File: src/rtl/pmea_pkg.sv
// Package for the packet majority error analyser.
// Holds the shared widths, result codes, controller states and the command/status types.
// No dependencies.
`timescale 1ns / 1ps
`default_nettype none

package pmea_pkg;

  localparam int MAX_BYTES_DEF = 127;
  localparam int CNT_W         = 7;
  localparam int DATA_W        = 8;
  localparam int TIME_W        = 32;
  localparam int MASK_W        = 64;
  localparam int NVALUES       = 256;
  localparam int BYTE_SEL_W    = 5;

  localparam logic [DATA_W-1:0] LO_NIBBLE = 8'h0f;
  localparam logic [DATA_W-1:0] HI_NIBBLE = 8'hf0;

  localparam logic [1:0] KIND_UNDECIDED = 2'd0;
  localparam logic [1:0] KIND_SUMMARY   = 2'd1;
  localparam logic [1:0] KIND_MASK      = 2'd2;

  typedef enum logic [2:0] {
    S_IDLE,
    S_UPDATE,
    S_DECIDE,
    S_READ,
    S_ACCUM,
    S_EMIT
  } state_t;

  typedef struct packed {
    logic capture;
    logic update;
    logic decide;
    logic read;
    logic accum;
    logic emit_mask;
  } cmd_t;

  typedef struct packed {
    logic eop;
    logic undecided;
    logic words_zero;
    logic word_end;
    logic scan_done;
  } stat_t;

endpackage

`default_nettype wire

File: src/rtl/pmea_ctrl.sv
// Controller state machine of the packet majority error analyser.
// Sequences the byte update, the decision and the stored-byte scan; uses pmea_pkg.
`timescale 1ns / 1ps
`default_nettype none

module pmea_ctrl (
  input  wire logic            clk,
  input  wire logic            rst_n,
  input  wire logic            start,
  input  wire pmea_pkg::stat_t stat,
  output pmea_pkg::cmd_t       cmd,
  output logic                 busy
);

  pmea_pkg::state_t state_r;
  pmea_pkg::state_t state_nxt;

  always_ff @(posedge clk) begin
    if (!rst_n) begin
      state_r <= pmea_pkg::S_IDLE;
    end else begin
      state_r <= state_nxt;
    end
  end

  always_comb begin
    state_nxt = state_r;
    case (state_r)
      pmea_pkg::S_IDLE: begin
        if (start) begin
          state_nxt = pmea_pkg::S_UPDATE;
        end
      end
      pmea_pkg::S_UPDATE: begin
        state_nxt = stat.eop ? pmea_pkg::S_DECIDE : pmea_pkg::S_IDLE;
      end
      pmea_pkg::S_DECIDE: begin
        if (stat.undecided || stat.words_zero) begin
          state_nxt = pmea_pkg::S_IDLE;
        end else begin
          state_nxt = pmea_pkg::S_READ;
        end
      end
      pmea_pkg::S_READ: begin
        state_nxt = pmea_pkg::S_ACCUM;
      end
      pmea_pkg::S_ACCUM: begin
        state_nxt = stat.word_end ? pmea_pkg::S_EMIT : pmea_pkg::S_READ;
      end
      pmea_pkg::S_EMIT: begin
        state_nxt = stat.scan_done ? pmea_pkg::S_IDLE : pmea_pkg::S_READ;
      end
      default: begin
        state_nxt = pmea_pkg::S_IDLE;
      end
    endcase
  end

  always_comb begin
    cmd       = '0;
    busy      = 1'b1;
    case (state_r)
      pmea_pkg::S_IDLE: begin
        busy        = 1'b0;
        cmd.capture = start;
      end
      pmea_pkg::S_UPDATE: begin
        cmd.update = 1'b1;
      end
      pmea_pkg::S_DECIDE: begin
        cmd.decide = 1'b1;
      end
      pmea_pkg::S_READ: begin
        cmd.read = 1'b1;
      end
      pmea_pkg::S_ACCUM: begin
        cmd.accum = 1'b1;
      end
      pmea_pkg::S_EMIT: begin
        cmd.emit_mask = 1'b1;
      end
      default: begin
        busy = 1'b1;
      end
    endcase
  end

endmodule

`default_nettype wire

File: src/rtl/pmea_dp.sv
// Datapath of the packet majority error analyser.
// Holds the packet store, the byte histogram, the leader and sequence state and the
// result registers; driven by pmea_ctrl through pmea_pkg command and status types.
`timescale 1ns / 1ps
`default_nettype none

module pmea_dp #(
  parameter int MAX_BYTES = pmea_pkg::MAX_BYTES_DEF
) (
  input  wire logic                          clk,
  input  wire logic                          rst_n,
  input  wire pmea_pkg::cmd_t                cmd,
  input  wire logic [pmea_pkg::DATA_W-1:0]   in_data_byte,
  input  wire logic                          in_end_of_packet,
  input  wire logic [pmea_pkg::TIME_W-1:0]   in_timestamp_us,
  output pmea_pkg::stat_t                    stat,
  output logic                               out_valid,
  output logic [1:0]                         out_kind,
  output logic [7:0]                         out_nibble_count,
  output logic [7:0]                         out_lost_count,
  output logic [pmea_pkg::TIME_W-1:0]        out_relative_time_us,
  output logic [1:0]                         out_word_index,
  output logic [pmea_pkg::MASK_W-1:0]        out_error_mask,
  output logic                               out_last_result
);

  localparam int ADDR_W = (MAX_BYTES > 1) ? $clog2(MAX_BYTES) : 1;
  localparam int CW     = pmea_pkg::CNT_W;
  localparam int DW     = pmea_pkg::DATA_W;
  localparam int TW     = pmea_pkg::TIME_W;
  localparam int MW     = pmea_pkg::MASK_W;
  localparam int SW     = pmea_pkg::BYTE_SEL_W;

  logic [DW-1:0]                  store_mem [MAX_BYTES];
  logic [CW-1:0]                  hist_mem  [pmea_pkg::NVALUES];
  logic [pmea_pkg::NVALUES-1:0]   hist_vld_r;
  logic [CW-1:0]                  hist_rd_r;
  logic [DW-1:0]                  store_rd_r;

  logic [DW-1:0]  byte_r;
  logic           eop_r;
  logic [TW-1:0]  ts_r;

  logic [CW-1:0]  byte_count_r;
  logic [DW-1:0]  leader_r;
  logic [CW-1:0]  leader_cnt_r;
  logic [DW-1:0]  prev_maj_r;
  logic           prev_vld_r;
  logic [TW-1:0]  first_time_r;
  logic           time_vld_r;
  logic [CW-1:0]  scan_idx_r;
  logic [1:0]     word_r;
  logic [MW-1:0]  mask_r;

  logic           out_valid_r;
  logic [1:0]     out_kind_r;
  logic [7:0]     out_nib_r;
  logic [7:0]     out_lost_r;
  logic [TW-1:0]  out_rel_r;
  logic [1:0]     out_word_r;
  logic [MW-1:0]  out_mask_r;
  logic           out_last_r;

  logic [CW-1:0]  cur_cnt;
  logic [CW-1:0]  cnt_nxt;
  logic           room;
  logic           undecided;
  logic           words_zero;
  logic [TW-1:0]  rel_time;
  logic [DW-1:0]  lost;
  logic [DW-1:0]  diff;
  logic [CW-1:0]  scan_inc;
  logic           scan_done;
  logic           finish_dec;
  logic           clear_pkt;
  logic [5:0]     bit_lo;
  logic [5:0]     bit_hi;

  assign cur_cnt    = hist_vld_r[byte_r] ? hist_rd_r : '0;
  assign cnt_nxt    = cur_cnt + CW'(1);
  assign room       = byte_count_r < CW'(MAX_BYTES);
  assign undecided  = (leader_cnt_r <= (byte_count_r >> 1)) && (leader_cnt_r != byte_count_r);
  assign words_zero = byte_count_r == '0;
  assign rel_time   = ts_r - (time_vld_r ? first_time_r : ts_r);
  assign lost       = prev_vld_r ? (leader_r - prev_maj_r - DW'(1)) : '0;
  assign diff       = store_rd_r ^ leader_r;
  assign scan_inc   = scan_idx_r + CW'(1);
  assign scan_done  = scan_idx_r == byte_count_r;
  assign bit_lo     = {scan_idx_r[SW-1:0], 1'b0};
  assign bit_hi     = {scan_idx_r[SW-1:0], 1'b1};

  assign finish_dec = (cmd.decide && !undecided && words_zero) || (cmd.emit_mask && scan_done);
  assign clear_pkt  = (cmd.decide && (undecided || words_zero)) || (cmd.emit_mask && scan_done);

  assign stat.eop        = eop_r;
  assign stat.undecided  = undecided;
  assign stat.words_zero = words_zero;
  assign stat.word_end   = (scan_inc == byte_count_r) || (scan_idx_r[SW-1:0] == '1);
  assign stat.scan_done  = scan_done;

  // The histogram and packet store are plain memories with registered reads.
  always_ff @(posedge clk) begin
    if (cmd.capture) begin
      hist_rd_r <= hist_mem[in_data_byte];
    end
    if (cmd.update && room) begin
      hist_mem[byte_r]                       <= cnt_nxt;
      store_mem[byte_count_r[ADDR_W-1:0]]    <= byte_r;
    end
    if (cmd.read) begin
      store_rd_r <= store_mem[scan_idx_r[ADDR_W-1:0]];
    end
  end

  always_ff @(posedge clk) begin
    if (cmd.capture) begin
      byte_r <= in_data_byte;
      eop_r  <= in_end_of_packet;
      ts_r   <= in_timestamp_us;
    end
    if (cmd.decide) begin
      scan_idx_r <= '0;
      word_r     <= '0;
      mask_r     <= '0;
    end
    if (cmd.accum) begin
      mask_r[bit_lo] <= |(diff & pmea_pkg::LO_NIBBLE);
      mask_r[bit_hi] <= |(diff & pmea_pkg::HI_NIBBLE);
      scan_idx_r     <= scan_inc;
    end
    if (cmd.emit_mask) begin
      mask_r <= '0;
      word_r <= word_r + 2'd1;
    end
  end

  always_ff @(posedge clk) begin
    if (!rst_n) begin
      hist_vld_r   <= '0;
      byte_count_r <= '0;
      leader_r     <= '0;
      leader_cnt_r <= '0;
      prev_maj_r   <= '0;
      prev_vld_r   <= 1'b0;
      first_time_r <= '0;
      time_vld_r   <= 1'b0;
    end else begin
      if (cmd.update && room) begin
        hist_vld_r[byte_r] <= 1'b1;
        byte_count_r       <= byte_count_r + CW'(1);
        if (byte_r == leader_r) begin
          leader_cnt_r <= cnt_nxt;
        end else if ((byte_count_r == '0) || (cnt_nxt > leader_cnt_r)) begin
          leader_r     <= byte_r;
          leader_cnt_r <= cnt_nxt;
        end
      end
      if (cmd.decide) begin
        if (!time_vld_r) begin
          first_time_r <= ts_r;
          time_vld_r   <= 1'b1;
        end
        if (undecided && prev_vld_r) begin
          prev_maj_r <= prev_maj_r + DW'(1);
        end
      end
      if (finish_dec) begin
        prev_maj_r <= leader_r;
        prev_vld_r <= 1'b1;
      end
      if (clear_pkt) begin
        hist_vld_r   <= '0;
        byte_count_r <= '0;
        leader_r     <= '0;
        leader_cnt_r <= '0;
      end
    end
  end

  always_ff @(posedge clk) begin
    if (!rst_n) begin
      out_valid_r <= 1'b0;
    end else begin
      out_valid_r <= cmd.decide || cmd.emit_mask;
    end
  end

  always_ff @(posedge clk) begin
    if (cmd.decide) begin
      out_kind_r <= undecided ? pmea_pkg::KIND_UNDECIDED : pmea_pkg::KIND_SUMMARY;
      out_nib_r  <= {byte_count_r, 1'b0};
      out_lost_r <= undecided ? '0 : lost;
      out_rel_r  <= rel_time;
      out_word_r <= '0;
      out_mask_r <= '0;
      out_last_r <= undecided || words_zero;
    end else if (cmd.emit_mask) begin
      out_kind_r <= pmea_pkg::KIND_MASK;
      out_nib_r  <= '0;
      out_lost_r <= '0;
      out_rel_r  <= '0;
      out_word_r <= word_r;
      out_mask_r <= mask_r;
      out_last_r <= scan_done;
    end
  end

  assign out_valid            = out_valid_r;
  assign out_kind             = out_kind_r;
  assign out_nibble_count     = out_nib_r;
  assign out_lost_count       = out_lost_r;
  assign out_relative_time_us = out_rel_r;
  assign out_word_index       = out_word_r;
  assign out_error_mask       = out_mask_r;
  assign out_last_result      = out_last_r;

endmodule

`default_nettype wire

File: src/rtl/packet_majority_error_analyzer.sv
// Packet majority error analyser: each byte passes through the update state before busy falls.
// The last byte adds the decision state, then, for a decided packet, a read and an accumulate state per
// stored byte for the store scan (one read port on the packet store) and an emit state per 64-nibble mask word.
// Each result is registered and strobed on out_valid for one cycle; the receiver cannot stall.
// Synchronous active-low reset clears the histogram valid bits and all sequence state.
// Uses pmea_pkg, pmea_ctrl and pmea_dp.
`timescale 1ns / 1ps
`default_nettype none

module packet_majority_error_analyzer #(
  parameter int MAX_BYTES = pmea_pkg::MAX_BYTES_DEF
) (
  input  wire logic                          clk,
  input  wire logic                          rst_n,
  input  wire logic                          start,
  output logic                               busy,
  input  wire logic [pmea_pkg::DATA_W-1:0]   in_data_byte,
  input  wire logic                          in_end_of_packet,
  input  wire logic [pmea_pkg::TIME_W-1:0]   in_timestamp_us,
  output logic                               out_valid,
  output logic [1:0]                         out_kind,
  output logic [7:0]                         out_nibble_count,
  output logic [7:0]                         out_lost_count,
  output logic [pmea_pkg::TIME_W-1:0]        out_relative_time_us,
  output logic [1:0]                         out_word_index,
  output logic [pmea_pkg::MASK_W-1:0]        out_error_mask,
  output logic                               out_last_result
);

  pmea_pkg::cmd_t  cmd;
  pmea_pkg::stat_t stat;

  pmea_ctrl u_ctrl (
    .clk   (clk),
    .rst_n (rst_n),
    .start (start),
    .stat  (stat),
    .cmd   (cmd),
    .busy  (busy)
  );

  pmea_dp #(
    .MAX_BYTES (MAX_BYTES)
  ) u_dp (
    .clk                  (clk),
    .rst_n                (rst_n),
    .cmd                  (cmd),
    .in_data_byte         (in_data_byte),
    .in_end_of_packet     (in_end_of_packet),
    .in_timestamp_us      (in_timestamp_us),
    .stat                 (stat),
    .out_valid            (out_valid),
    .out_kind             (out_kind),
    .out_nibble_count     (out_nibble_count),
    .out_lost_count       (out_lost_count),
    .out_relative_time_us (out_relative_time_us),
    .out_word_index       (out_word_index),
    .out_error_mask       (out_error_mask),
    .out_last_result      (out_last_result)
  );

endmodule

`default_nettype wire

File: config.mk
export PLATFORM = sky130hd
export DESIGN_NAME = packet_majority_error_analyzer
export DESIGN_NICKNAME = d
export VERILOG_FILES = /design/src/rtl/pmea_pkg.sv /design/src/rtl/pmea_ctrl.sv /design/src/rtl/pmea_dp.sv /design/src/rtl/packet_majority_error_analyzer.sv
export SDC_FILE = /design/constraint.sdc
export NUM_CORES = 2
export LEC_CHECK = 0
export BUFFER_PORTS_ARGS = -buffer_cell sky130_fd_sc_hd__buf_2
export CORE_MARGIN = 4
export CORE_UTILIZATION = 57
export DETAILED_ROUTE_END_ITERATION = 8
export GPL_TIMING_DRIVEN = 0
export PLACE_DENSITY = 0.76
export SLEW_MARGIN = 20
export SYNTH_ARGS = -nofsm -noshare
export SYNTH_HDL_FRONTEND = slang
export SYNTH_SLANG_ARGS = --single-unit
File: constraint.sdc
create_clock -name clk -period 13.5 [get_ports clk]
set_input_delay 0.675 -clock clk [delete_from_list [all_inputs] [get_ports clk]]
set_output_delay 0.675 -clock clk [all_outputs]
set_load 0.005 [all_outputs]
==> out/metrics.yaml <==
crit_required_ps: 14310
power.leakage_nw: 45.5
cp-end-kind: "flip-flop"
slew_headroom_pct: 9.72
muxShareOfSynthArea_pct: 16.3
placedInstanceArea_um2: 139000
cts_tree: "done"
ant_nets: 0
critPathLaunchType: "flip-flop"
hold_path.class: "in -> reg"
synthFlopType: "edfxtp_1"
grt_pass1_wl_mm: 533
drt-pass1-iter-count: 9
worst_slew_pin_slew_ps: 1350
io-pin-count: 163
cp_max_fo: 66
p_int_mw: 17.1
portBuffers: 161
dieArea_um2: 239000
max_stage_delay_ps: 910
drive_gt1_share_pct: 23.1
seqCellArea_um2: 96900
syn_inst: 7087
comb_power_share_pct: 4.1
layout_common_cells: "edfxtp_1 (2923), mux4_2 (912), nor2_1 (862), dfxtp_1 (454), clkbuf_16 (347)"
fp.dieH_um: 489
ys_ff_latch: 3377
clock_path_buffers: 4
power_frac_clock_pct: 43.5
rsz0062_at_grt: "false"
start_util_pct: 57.3
async_flop_share_pct: 0
skew_ps: 67.8
routed_wl_mm: 374
yosysWarnings: 0
fin_tns_setup_ps: 0
drtIter0Drc: 12000
ys_types: 59
synth-simple-area-share_pct: 4.82
rows: 176
mostFrequentLayoutCell: "edfxtp_1"
pwr-share-seq_pct: 52.3
p_sw_share_pct: 21.0
place_congestion: 0.955
synth_xor_xnor_area_share_pct: 0.545
grt_max_degree: 102
h-tree-depth: 5
min_period_over_period_pct: 67.1
crit_chain: "buf_8 -> clkbuf_1 -> clkbuf_2 -> clkbuf_1 -> mux4_2 -> a221oi_1 -> o221ai_1 -> mux4_2 -> and2_1 -> ha_4 -> buf_16 -> ha_1 -> nor2b_1 -> o21ai_0 -> nand2b_1 -> a21oi_1 -> o21ai_0 -> a21oi_1 -> clkbuf_1 -> nor2_1 -> nand2_1 -> a21oi_1"
cts_buffers: 342
clkSinkCount: 3377
die_w_um: 489
nets: 7837
preCtsSetupSlack_ps: 4840
syn-cell-area_um2: 132000
cts-root-buf: "clkbuf_16"
clk_latency_ps: 990
cap_violations: 0
synth_fp_nets: 7193
avgSynthCellArea_um2: 18.6
outcome: "complete, no violations"
setup_violations: 0
avgRoutedWirePerCell_um: 34.0
syn2layout_area_growth_pct: 13.8
arrival_ps: 9870
synthAdderAreaFrac_pct: 0.600
yosysSeqAreaShare_pct: 73.5
fillCellCount: 14600
p_sw_mw: 4.54
period_minus_slack_ps: 9060
power_density_nw_per_um2: 144
fin_ws_ps: 4440
vias: 74600
core-area_um2: 230000
clkSlewWorstSetupHoldPaths_ps: 60
grt_use_total_pct: 31.5
final_cell_area_um2: 150000
synth_top_family_by_area: "multiplexers"
drv_slew: 0
gr-total-overflow: 0
worst-path-buf-inv: 6
multi_input_comb_area_um2: 33200
avgViaCountPerCell: 6.77
hold_viol: 0
hpwlAfterDp_mm: 252
ir_worst_vdd_v: 0.000150
crit_slowest_cell: "clkbuf_1"
synth_edf_count: 2923
critPathKind: "reg -> reg"
cts_resized: 0
fmax_mhz: 110
antenna_found_initial: 17
route.detailed.drc: 0
synth-compound-area-share_pct: 2.86
grt_pass1_vias: 74000
cpLargestDelayFamily: "buffers and inverters"
==> final timing paths <==
kind                      startpoint                       to  slack, ps  cells past startpoint
max                   u_dp.byte_r[1]         u_dp.leader_r[5]       4440                     22
min                  in_data_byte[3]           u_dp.byte_r[3]         90                      1
max reg2reg           u_dp.byte_r[1]         u_dp.leader_r[5]       4440                     22
min reg2reg  u_dp.out_error_mask[42]  u_dp.out_error_mask[42]        450                      2
==> cells in the mapped netlist, types with 12 or more instances <==
cell / count / share of area (%)
edfxtp_1: 2923 / 67
mux4_2: 912 / 16
nor2_1: 864 / 2.5
dfxtp_1: 454 / 6.9
nand2_1: 336 / 0.96
clkbuf_1: 252 / 0.72
a21oi_1: 199 / 0.76
nand3_1: 188 / 0.71
buf_1: 98 / 0.28
o21a_1: 82 / 0.47
mux2i_1: 66 / 0.50
a22oi_1: 60 / 0.34
ha_1: 60 / 0.57
o21ai_0: 60 / 0.23
buf_2: 54 / 0.21
xnor2_1: 48 / 0.32
inv_1: 36 / 0.10
o211a_1: 34 / 0.26
xor2_1: 34 / 0.23
nand4_1: 29 / 0.14
nor2b_1: 29 / 0.14
a21o_1: 27 / 0.15
a22o_1: 27 / 0.18
and3_1: 22 / 0.10
nor3_1: 22 / 0.084
mux2_2: 20 / 0.17
a221oi_1: 19 / 0.13
buf_4: 17 / 0.097
nand2b_1: 12 / 0.057
==> flip-flops by register name, indices dropped and copies added (netlist names), 8 cells and up <==
| register | count |
|---|---|
| u_dp.byte_r | 8 |
| u_dp.ts_r | 32 |
| u_dp.hist_vld_r | 256 |
| u_dp.leader_r | 8 |
| u_dp.hist_mem | 1792 |
| u_dp.out_error_mask | 64 |
| u_dp.first_time_r | 32 |
| u_dp.out_lost_count | 8 |
| u_dp.store_rd_r | 8 |
| u_dp.prev_maj_r | 8 |
| u_dp.store_mem | 1016 |
| u_dp.out_relative_time_us | 32 |
| u_dp.mask_r | 64 |
==> cell families after synthesis <==
logic type               after synthesis
flip-flops                          3377
AND/OR/NAND/NOR                     1535
multiplexers                         998
AO/OA/AOI/OAI                        568
buffers and inverters                464
XOR/XNOR                              82
adder cells (fa/ha/maj)               62
other                                  1
==> power groups by stage <==
stage	Sequential, mW	Clock [mW]	Combinational (mW)
2_1_floorplan	11.6	0	0.461
3_3_place_gp	11.6	0	0.731
3_5_place_dp	11.5	0	0.851
4_1_cts	11.3	9.42	0.865
5_1_grt	11.3	9.88	0.922
6_report	11.3	9.41	0.891
==> layer usage <==
layer | vias up | global-route usage, % | wire length [um]
met2 | 5672 | 49.0 | 177000
met4 | 14 | 19.6 | 29200
met1 | 38000 | 40.0 | 124000
met3 | 1349 | 8.35 | 44500
met5 | - | 0 | 81
li1 | 29600 | - | -
==> per-stage QoR <==
stage,total power [mW],instances,util [%],hold WS (ps)
final,21.6,11000,65.2,86.7
after global routing,22.1,11000,65.2,34.0
after CTS,21.6,11000,65.1,29.0
after detailed placement,12.4,10400,60.3,446
after global placement,12.3,10300,59.3,442
after floorplan,12.0,7087,-,432
==> repair_timing <==
item	CTS	global route
setup buffers	0	0
hold buffers	35	0
endpoints found under the hold margin	35	0
==> area by class of cell <==
| cell class | instances | share of cell area [%] |
|---|---|---|
| diodes | 14 | 0.0234 |
| plain buffers | 426 | 1.22 |
| clock buffers | 439 | 6.13 |
| clock inverters | 160 | 1.14 |
| inverters | 38 | 0.100 |
| multi-input cells | 3246 | 22.1 |
| flip-flops and latches | 3377 | 64.6 |
| well taps | 3026 | 2.52 |
| repair buffers | 300 | 2.15 |
Note: power is estimated with default switching activity, not from simulation.
